**config.mk**
```make
export PLATFORM = sky130hd
export DESIGN_NAME = octahedral_sphere_triangle_indices
export DESIGN_NICKNAME = d
export VERILOG_FILES = /design/src/hw/rtl/osti_pkg.sv /design/src/hw/rtl/osti_front.sv /design/src/hw/rtl/osti_queue.sv /design/src/hw/rtl/osti_back.sv /design/src/hw/rtl/octahedral_sphere_triangle_indices.sv
export SDC_FILE = /design/constraint.sdc
export NUM_CORES = 1
export LEC_CHECK = 0
export BUFFER_PORTS_ARGS = -buffer_cell sky130_fd_sc_hd__buf_2
export CORE_ASPECT_RATIO = 1.25
export CORE_MARGIN = 1.5
export CORE_UTILIZATION = 50
export CTS_CLUSTER_DIAMETER = 200
export DETAILED_ROUTE_END_ITERATION = 16
export GPL_TIMING_DRIVEN = 0
export HOLD_SLACK_MARGIN = 0.08
export PLACE_DENSITY = 0.66
export SYNTH_ARGS = -nofsm -noshare
export SYNTH_HDL_FRONTEND = slang
export SYNTH_HIERARCHICAL = 1
export SYNTH_SLANG_ARGS = --single-unit
export TNS_END_PERCENT = 30
```
**constraint.sdc**
```tcl
create_clock -name clk -period 27.6 [get_ports clk]
set_input_delay 0 -clock clk [delete_from_list [all_inputs] [get_ports clk]]
set_output_delay 0 -clock clk [all_outputs]
set_load 0.02 [all_outputs]
```
**src/hw/rtl/osti_pkg.sv**
```systemverilog
`timescale 1ns / 1ps

package osti_pkg;

    localparam int MAX_SPLITS   = 126;
    localparam int PTR_W        = 1;
    localparam int QUEUE_DEPTH  = 2 ** PTR_W;
    localparam int CNT_W        = PTR_W + 1;

    // One classified cell waiting for the back end.
    typedef struct packed {
        logic signed [9:0] row;
        logic signed [9:0] col;
        logic [7:0]        m;
        logic [15:0]       four_msq;
        logic              invalid;
        logic              same_sign;
    } osti_entry_t;

    typedef enum logic {
        PH_FIRST,
        PH_SECOND
    } osti_phase_t;

endpackage

```
**src/hw/rtl/osti_front.sv**
```systemverilog
`timescale 1ns / 1ps

module osti_front
    import osti_pkg::*;
(
    input  logic              start,
    input  logic              queue_full,
    input  logic [6:0]        split_count,
    input  logic signed [7:0] cell_row,
    input  logic signed [7:0] cell_col,
    output logic              push,
    output osti_entry_t       entry
);

    logic [6:0]        splits_sat;
    logic [7:0]        m;
    logic signed [9:0] sm;
    logic signed [9:0] row_ext;
    logic signed [9:0] col_ext;
    logic [15:0]       m_sq;

    assign push       = start && !queue_full;
    assign splits_sat = (split_count > 7'(MAX_SPLITS)) ? 7'(MAX_SPLITS) : split_count;
    assign m          = {1'b0, splits_sat} + 8'd1;
    assign sm         = {2'b00, m};
    assign row_ext    = 10'(cell_row);
    assign col_ext    = 10'(cell_col);
    assign m_sq       = 16'(m) * 16'(m);

    always_comb
    begin
        entry.row       = row_ext;
        entry.col       = col_ext;
        entry.m         = m;
        entry.four_msq  = {m_sq[13:0], 2'b00};
        entry.invalid   = (row_ext < -sm) || (row_ext >= sm) ||
                          (col_ext < -sm) || (col_ext >= sm);
        entry.same_sign = (row_ext[9] == col_ext[9]);
    end

endmodule

```
**src/hw/rtl/osti_queue.sv**
```systemverilog
`timescale 1ns / 1ps

module osti_queue
    import osti_pkg::*;
(
    input  logic        clk,
    input  logic        rst_n,
    input  logic        push,
    input  osti_entry_t push_entry,
    input  logic        pop,
    output logic        full,
    output logic        not_empty,
    output osti_entry_t head
);

    osti_entry_t      slot_reg [QUEUE_DEPTH];
    logic [PTR_W-1:0] wr_ptr_reg;
    logic [PTR_W-1:0] rd_ptr_reg;
    logic [CNT_W-1:0] count_reg;
    logic [CNT_W-1:0] count_next;

    assign full      = (count_reg == CNT_W'(QUEUE_DEPTH));
    assign not_empty = (count_reg != '0);
    assign head      = slot_reg[rd_ptr_reg];

    always_comb
    begin
        count_next = count_reg;
        if (push && !pop)
            count_next = count_reg + 1'b1;
        else if (pop && !push)
            count_next = count_reg - 1'b1;
    end

    always_ff @(posedge clk or negedge rst_n)
    begin
        if (!rst_n)
        begin
            wr_ptr_reg <= '0;
            rd_ptr_reg <= '0;
            count_reg  <= '0;
        end
        else
        begin
            if (push)
                wr_ptr_reg <= wr_ptr_reg + 1'b1;
            if (pop)
                rd_ptr_reg <= rd_ptr_reg + 1'b1;
            count_reg <= count_next;
        end
    end

    always_ff @(posedge clk)
    begin
        if (push)
            slot_reg[wr_ptr_reg] <= push_entry;
    end

    a_no_overflow: assert property (@(posedge clk) disable iff (!rst_n)
        full |-> !push)
        else $error("queue written while full");

    a_no_underflow: assert property (@(posedge clk) disable iff (!rst_n)
        pop |-> not_empty)
        else $error("queue popped while empty");

endmodule

```
**src/hw/rtl/osti_back.sv**
```systemverilog
`timescale 1ns / 1ps

module osti_back
    import osti_pkg::*;
(
    input  logic        clk,
    input  logic        rst_n,
    input  logic        entry_valid,
    input  osti_entry_t entry,
    output logic        pop,
    output logic        done,
    output logic [15:0] vertex_first,
    output logic [15:0] vertex_second,
    output logic [15:0] vertex_third,
    output logic        last_of_cell,
    output logic        cell_invalid
);

    // Folds boundary grid points onto the packed layout.
    function automatic logic [15:0] fold_index(
        input logic signed [9:0] i,
        input logic signed [9:0] j,
        input logic [7:0]        m,
        input logic [15:0]       fmsq
    );
        logic signed [9:0] sm;
        logic signed [9:0] a;
        logic signed [9:0] b;
        logic signed [9:0] a_off;
        logic signed [9:0] b_off;
        logic [16:0]       prod;
        logic [15:0]       r;
        logic              special;
        sm      = {2'b00, m};
        a       = i;
        b       = j;
        special = 1'b0;
        r       = '0;
        if (i == -sm)
        begin
            if (j == -sm || j == sm)
                special = 1'b1;
            else if (j > 0)
                b = -j;
        end
        else if (i == sm)
        begin
            if (j == -sm || j == sm)
                special = 1'b1;
            else if (j == 0)
            begin
                special = 1'b1;
                r       = fmsq + 16'd1;
            end
            else
            begin
                a = -sm;
                b = (j < 0) ? -j : j;
            end
        end
        else if (j == -sm)
        begin
            if (i > 0)
                a = -i;
        end
        else if (j == sm)
        begin
            if (i == 0)
            begin
                special = 1'b1;
                r       = fmsq;
            end
            else
            begin
                a = (i < 0) ? -i : i;
                b = -sm;
            end
        end
        a_off = a + sm;
        b_off = b + sm;
        prod  = 17'(a_off[7:0]) * 17'({m, 1'b0});
        if (!special)
            r = prod[15:0] + 16'(b_off[7:0]);
        return r;
    endfunction

    osti_phase_t       phase_reg;
    osti_phase_t       phase_next;
    logic              emit;
    logic              emit_last;
    logic              second;
    logic [1:0]        d1;
    logic [1:0]        d2;
    logic [1:0]        d3;
    logic [15:0]       p1;
    logic [15:0]       p2;
    logic [15:0]       p3;

    logic              done_reg;
    logic [15:0]       v1_reg;
    logic [15:0]       v2_reg;
    logic [15:0]       v3_reg;
    logic              last_reg;
    logic              bad_reg;

    assign second = (phase_reg == PH_SECOND);

    always_comb
    begin
        phase_next = phase_reg;
        emit       = 1'b0;
        emit_last  = 1'b0;
        pop        = 1'b0;
        unique case (phase_reg)
            PH_FIRST:
            begin
                if (entry_valid)
                begin
                    emit = 1'b1;
                    if (entry.invalid)
                    begin
                        emit_last = 1'b1;
                        pop       = 1'b1;
                    end
                    else
                        phase_next = PH_SECOND;
                end
            end
            PH_SECOND:
            begin
                emit       = 1'b1;
                emit_last  = 1'b1;
                pop        = 1'b1;
                phase_next = PH_FIRST;
            end
            default:
                phase_next = PH_FIRST;
        endcase
    end

    // Vertex offsets {di, dj} per slot, by diagonal orientation and triangle.
    always_comb
    begin
        if (entry.same_sign)
        begin
            d1 = second ? 2'b01 : 2'b00;
            d2 = 2'b10;
            d3 = second ? 2'b11 : 2'b01;
        end
        else
        begin
            d1 = 2'b00;
            d2 = second ? 2'b11 : 2'b10;
            d3 = second ? 2'b01 : 2'b11;
        end
    end

    assign p1 = fold_index(entry.row + 10'(d1[1]), entry.col + 10'(d1[0]),
                           entry.m, entry.four_msq);
    assign p2 = fold_index(entry.row + 10'(d2[1]), entry.col + 10'(d2[0]),
                           entry.m, entry.four_msq);
    assign p3 = fold_index(entry.row + 10'(d3[1]), entry.col + 10'(d3[0]),
                           entry.m, entry.four_msq);

    always_ff @(posedge clk or negedge rst_n)
    begin
        if (!rst_n)
        begin
            phase_reg <= PH_FIRST;
            done_reg  <= 1'b0;
        end
        else
        begin
            phase_reg <= phase_next;
            done_reg  <= emit;
        end
    end

    always_ff @(posedge clk)
    begin
        if (emit)
        begin
            v1_reg   <= entry.invalid ? '0 : p1;
            v2_reg   <= entry.invalid ? '0 : p2;
            v3_reg   <= entry.invalid ? '0 : p3;
            last_reg <= emit_last;
            bad_reg  <= entry.invalid;
        end
    end

    assign done          = done_reg;
    assign vertex_first  = v1_reg;
    assign vertex_second = v2_reg;
    assign vertex_third  = v3_reg;
    assign last_of_cell  = last_reg;
    assign cell_invalid  = bad_reg;

    a_second_in_queue: assert property (@(posedge clk) disable iff (!rst_n)
        phase_reg == PH_SECOND |-> entry_valid && !entry.invalid)
        else $error("second triangle without a valid cell at the head");

    a_pair_follows: assert property (@(posedge clk) disable iff (!rst_n)
        done && !last_of_cell |=> done && last_of_cell && !cell_invalid)
        else $error("first triangle not followed by the second");

endmodule

```
**src/hw/rtl/octahedral_sphere_triangle_indices.sv**
```systemverilog
`timescale 1ns / 1ps

// Triangle index generator for one cell of an unfolded octahedral sphere grid.
// Input: a cell (cell_row, cell_col) is taken at a clock edge where start is
// high and busy is low. busy rises only when the two-entry cell queue is full.
// Output: each triangle appears for one cycle with done high. A valid cell
// gives two triangles on consecutive cycles, the second with last_of_cell set;
// an out-of-range cell gives one all-zero triangle with cell_invalid and
// last_of_cell set. The receiver cannot stall the block.
// Path: with the queue empty, an accepted cell is written into a queue slot,
// read at the queue head by the back end, and registered onto the ports.
// Flow: while it holds a cell, the back end drives the single result channel
// one triangle per cycle, two per valid cell and one per invalid cell; up to two
// valid cells can be taken back to back while the queue fills.
// Configuration: cfg_we writes split_count from cfg_wdata (saturated to 126 where used);
// write it only while the block is idle.
// Reset: rst_n clears split_count to 0, empties the queue and drops done.
module octahedral_sphere_triangle_indices
    import osti_pkg::*;
(
    input  logic              clk,
    input  logic              rst_n,
    input  logic              cfg_we,
    input  logic [6:0]        cfg_wdata,
    input  logic              start,
    output logic              busy,
    input  logic signed [7:0] cell_row,
    input  logic signed [7:0] cell_col,
    output logic              done,
    output logic [15:0]       vertex_first,
    output logic [15:0]       vertex_second,
    output logic [15:0]       vertex_third,
    output logic              last_of_cell,
    output logic              cell_invalid
);

    logic [6:0]  split_count_reg;
    logic        push;
    logic        pop;
    logic        queue_full;
    logic        head_valid;
    osti_entry_t push_entry;
    osti_entry_t head_entry;

    always_ff @(posedge clk or negedge rst_n)
    begin
        if (!rst_n)
            split_count_reg <= '0;
        else if (cfg_we)
            split_count_reg <= cfg_wdata;
    end

    assign busy = queue_full;

    osti_front u_front (
        .start       (start),
        .queue_full  (queue_full),
        .split_count (split_count_reg),
        .cell_row    (cell_row),
        .cell_col    (cell_col),
        .push        (push),
        .entry       (push_entry)
    );

    osti_queue u_queue (
        .clk        (clk),
        .rst_n      (rst_n),
        .push       (push),
        .push_entry (push_entry),
        .pop        (pop),
        .full       (queue_full),
        .not_empty  (head_valid),
        .head       (head_entry)
    );

    osti_back u_back (
        .clk           (clk),
        .rst_n         (rst_n),
        .entry_valid   (head_valid),
        .entry         (head_entry),
        .pop           (pop),
        .done          (done),
        .vertex_first  (vertex_first),
        .vertex_second (vertex_second),
        .vertex_third  (vertex_third),
        .last_of_cell  (last_of_cell),
        .cell_invalid  (cell_invalid)
    );

endmodule

```
==> results of run 1 <==
## per-layer routing
metal | vias up | GRT usage | share of wire
met5 | - | 0 | 0.00014
met4 | 2 | 0.226 | 0.070
met3 | 273 | 0.0419 | 0.057
met2 | 880 | 0.603 | 0.48
met1 | 10700 | 0.412 | 0.39
li1 | 10200 | - | -
## final cells by class
type	instances	share of cell area
clock buffers	17	0.0160
inverters	261	0.0368
clock inverters	15	0.00630
multi-input cells	2280	0.680
flip-flops and latches	155	0.172
plain buffers	162	0.0291
repair buffers	113	0.0291
well taps	644	0.0303
## critical path, delay by kind of cell, from the launching register on
family,cells,cell delay (ps)
adders and majority gates,7,2920
muxes,1,570
buffers and inverters,9,2750
DFF,1,380
xor gates and xnor gates,5,1680
AOI/OAI and AO/OA,10,2180
and+or+nand+nor,12,3420
## kinds of logic after synthesis
family | after synthesis | synth area share
simple gates | 927 | 0.197
mux | 81 | 0.0422
compound gates | 576 | 0.151
buf+inv | 423 | 0.0721
flops | 155 | 0.188
fa+ha+maj | 390 | 0.243
other cells | 2 | 0.000308
xor+xnor | 287 | 0.106
## synth_stat cells, drive strengths merged (9+ instances only)
master	number	area [um2]
buf	54	370
nand3	65	330
o211ai	16	120
and3	32	200
nor2b	31	194
mux2i	25	254
xor2	87	792
or2	14	87.6
a21oi	175	883
xnor2	198	1740
a21o	35	263
fa	139	2780
a21boi	9	67.6
o21a	26	195
a22oi	24	180
inv	260	976
ha	250	3130
nor4	22	165
o21bai	27	203
nor3	73	382
dfrtp	13	325
a211oi	13	103
nand4	34	213
a31oi	16	100
clkbuf	108	405
o31ai	14	110
and4	15	131
and2	147	920
mux2	56	773
nor2	219	825
or3	26	163
edfxtp	142	4260
or4	9	75.1
nand2	190	718
o22ai	23	144
o21ai	123	619
nand2b	21	131
## stage by stage
step / utilization / setup slack (ps) / hold WS [ps] / cell area [um2] / std cells
after floorplan: - / 17430 / -296 / 24400 / 2858
after global placement: 0.532 / 13440 / -82.7 / 25600 / 3579
final: 0.552 / 13430 / 374 / 26600 / 3647
after CTS: 0.552 / 13650 / 347 / 26600 / 3646
after global routing: 0.552 / 12920 / 366 / 26600 / 3647
after detailed placement: 0.533 / 13720 / -78.3 / 25700 / 3581
## timing repair
| action | 4_1_cts | 5_1_grt |
|---|---|---|
| endpoints found under the hold margin | 63 | 0 |
| endpoints found under the setup margin | 0 | 0 |
| hold buffers | 33 | 0 |
## cell usage in the layout (no fill, tap or decap), types with 64 or more instances in the layout
master	synthesis	layout
edfxtp_1	142	142
xor2_1	83	83
fa_1	139	139
nor3_1	71	71
nand2_1	188	188
xnor2_1	197	196
nor2_1	218	218
nand3_1	64	64
o21ai_0	115	115
clkbuf_1	108	108
a21oi_1	173	173
ha_1	250	250
and2_1	144	143
inv_1	252	252
buf_2	14	92
## path summary, 6_finish.rpt
path	slack (ps)	end	start	cells after the start
worst max-delay path	13430	u_back/vertex_second[15]	u_queue/rd_ptr_reg	44
worst min-delay path	370	u_queue/slot_reg[0][26]	cell_col[0]	3
worst max register to register	13430	u_back/vertex_second[15]	u_queue/rd_ptr_reg	44
worst min register to register	490	u_queue/count_reg[1]	u_queue/count_reg[1]	1
max in group asynchronous	26470	u_queue/rd_ptr_reg	rst_n	3
min in group asynchronous	670	u_queue/count_reg[0]	rst_n	3
==> flow_summary.toml, run 1 <==
[status]
status = "finished, violations left"
violations = "capacitance limit, slew limit"

[die]
die_w_um = 200
fp.coreArea_um2 = 48200
placement_rows = 90
fp.dieH_um = 250
ios = 79
start_util = 0.506
dieArea_um2 = 50100

[cts]
root_buffer = "clkbuf_16"
clk_pin_slew_ps = 80
post-cts-setup-buffers = 0
clk_latency_ps = 470
htree_levels = 4
cts_tree = "built"
cts_num_sinks = 155
cts_buffers = 17
cts_resized = 0
clockBufferDepth = 2

[logic_synthesis]
ys_ff_latch = 155
avgSynthCellArea_um2 = 8.58
synth.yosys.seq_area_share = 0.188
async_reset_ff_frac = 0.0839
synth_edf_count = 142
ys_warn_count = 6
syn_area_um2 = 24400
ys_types = 105
ys.flop_type = "edfxtp_1"
postSynthCellCount = 2841

[placement]
numPortBuffers = 77
gp_congestion = 0.991
dp_hpwl_um = 69900

[sta]
maxSlewHeadroom = -0.0202
drv_slew = 9
period_minus_slack_ps = 14170
finalSetupViolations = 0
finalCritPeriodShare = 0.514
worst_pin_slew_ps = 1520
fmax_mhz = 70.5
hold_violations = 0
fin_setup_tns_ps = 0
finalClockSkew_ps = 26.3
rsz0062_at_grt = "no"

[routing]
ant_nets = 0
vias = 22000
avgViaCountPerCell = 6.04
drc_errors = 0
wl_per_cell_um = 23.8
drtIter0Drc = 1797
finalWirelength_um = 86700
firstDrtPassIters = 6

[final_layout]
nets = 3406
multi_input_area_um2 = 18100
syn2layout_area_growth_pct = 9.25
num_antenna_cells = 0
largest_register_ffs = 92
ff_latch_area_um2 = 4590
fillers = 4608
drive_gt1_frac = 0.0899

[global_route]
grt_max_degree = 52
antenna_found_initial = 2
grt_pass1_wl_um = 133000
grt_use_total = 0.350
grt_overflow = 0
grt_pass1_vias = 22400

[worst_setup_path]
crit_path_max_fanout = 10
cp-end-kind = "flip-flop"
cp.arrival_ps = 14410
crit_path_max_incr_delay_ps = 940
crit_top_cell = "xnor2_1"
required_ps = 27830
critPathKind = "reg2reg"
crit_path_start_kind = "flip-flop"
cpMaxStageDelayCell = "nor2_1"

[min_path]
hp-class = "in2reg"

[job]
maxCapViolations = 1
Power of run 1 is left out: the tool's default activity adds up to more than one toggle a clock period on the data nets, which glitch-free logic cannot reach.
==> run 2: changes to the inputs <==
Settings changed: PLACE_DENSITY 0.66 to 0.69.
Clock period 27.6 ns to 12.4 ns, I/O delays scaled along.
==> run 2 against run 1 <==
  * Highest routed layer is now met4
  * The run now ends clean
  * First-iteration DRC count shrank 4.0%
  * Global-route usage shrank 1.6 points
  * Hold slack gained 4.9 ps
  * Critical path type unchanged
  * Critical path depth shrank 4
  * Via count is essentially flat
  * Worst setup slack lost 13000 ps
==> flow_summary.toml, run 2 (synthesis gave the netlist of run 1 again) <==
[sta]
finalSetupViolations = 0
maxSlewHeadroom = 0.0769
hold_violations = 0
worst_pin_slew_ps = 1380
period_minus_slack_ps = 11990
finalCritPeriodShare = 0.967
fmax_mhz = 83.4
drv_slew = 0
worst_slack_ps = 409
finalClockSkew_ps = 19.0

[routing]
avgViaCountPerCell = 6.04
vias = 22100
firstDrtPassIters = 6
finalWirelength_um = 83900
drc_errors = 0
ant_nets = 0
wl_per_cell_um = 23.0
drtIter0Drc = 1726

[final_layout]
num_antenna_cells = 0
final_cell_mix = "inv_1, ha_1, nor2_1"
layout_commonest_cell = "inv_1"
syn2layout_area_growth_pct = 10.2
nets = 3410
largest_register_ffs = 92
drive_gt1_frac = 0.101

[worst_setup_path]
crit_path_max_fanout = 16
crit_path_start_kind = "flip-flop"
cp-endpoint = "u_back/vertex_third[15]"
critPathKind = "reg2reg"
reg2reg_slack_ps = 410
cp-end-kind = "flip-flop"
cpMaxStageDelayCell = "xnor2_1"
startpoint = "u_queue/rd_ptr_reg"
crit_top_cell = "xnor2_1"
crit_path_max_incr_delay_ps = 810
required_ps = 12640
rr_startpoint = "u_queue/rd_ptr_reg"
cp.arrival_ps = 12230
r2r-end = "u_back/vertex_third[15]"
reg2reg_depth = 40

[cts]
root_buffer = "clkbuf_16"
cts_tree = "built"
cts_num_sinks = 155
clk_pin_slew_ps = 90
htree_levels = 4
clk_latency_ps = 460
cts_buffers = 17
clockBufferDepth = 2

[global_route]
grt_overflow = 0
grt_use_total = 0.333
grt_pass1_wl_um = 127000
antenna_found_initial = 1
grt_pass1_vias = 22000
grt_max_degree = 52

[status]
status = "finished clean"

[die]
dieArea_um2 = 50100
fp.dieH_um = 250
fp.coreArea_um2 = 48200
placement_rows = 90
ios = 79
die_w_um = 200
start_util = 0.506

[placement]
pre_cts_slack_ps = -961
gp_congestion = 0.984
dp_hpwl_um = 66900
numPortBuffers = 77

[job]
maxCapViolations = 0

[min_path]
hp-class = "in2reg"
[run 2: worst min-delay path by stage]
stage	from	endpoint	slack (ps)	cells after the start
3_3_place_gp	rst_n	split_count_reg[4]	-100	1
2_1_floorplan	rst_n	split_count_reg[0]	-300	0
6_report	cell_col[0]	u_queue/slot_reg[1][26]	380	3
4_1_cts	cell_col[0]	u_queue/slot_reg[1][26]	350	3
5_1_grt	cell_col[0]	u_queue/slot_reg[1][26]	390	3
3_5_place_dp	rst_n	split_count_reg[4]	-90	1
[run 2: layout make-up]
| cell class | count | area [um2] |
|---|---|---|
| Fill cell | 4540 | 21400 |
| Multi-Input combinational cell | 2280 | 18300 |
| Sequential cell | 155 | 4590 |
| Inverter | 261 | 988 |
| Timing Repair Buffer | 119 | 823 |
| Tap cell | 644 | 806 |
| Buffer | 160 | 779 |
| Clock buffer | 17 | 425 |
| Clock inverter | 15 | 148 |
[run 2: per-layer routing]
metal / GRT usage / vias to the layer above / routed length [um] / share of wire
met4: 0.222 / 0 / 5960 / 0.071
met2: 0.572 / 960 / 40300 / 0.48
met3: 0.0422 / 271 / 5150 / 0.061
met5: 0 / - / 0 / 0
met1: 0.391 / 10700 / 32500 / 0.39
li1: - / 10200 / - / -
[run 2: per-stage QoR]
stage                     hold slack [ps]  instances  cell area (um2)  utilization  setup TNS (ps)
after floorplan                      -296       2858            24400            -               0
after global placement               -102       3579            25600        0.532           -8000
after detailed placement            -94.3       3581            25700        0.533           -4400
after CTS                             353       3647            26700        0.554           -58.5
after global routing                  386       3651            26800        0.557           -6.54
final                                 379       3651            26800        0.557               0
[run 2: what timing repair did]
item,CTS,global route
buffers inserted,3,4
hold endpoints to repair,63,0
endpoints found under the setup margin,11,10
pin swaps,1,1
resized for setup,13,30
hold buffers,33,0
[run 2: worst max-delay path, delay by kind of cell, from the launching register on]
kind            cells  cell delay (ps)
simple gates        6             1380
flops               1              360
compound gates     12             3070
fa+ha+maj           7             2870
xor+xnor            8             2370
mux                 1              370
buf+inv             6             1300
Power of run 2 is left out for the same reason.
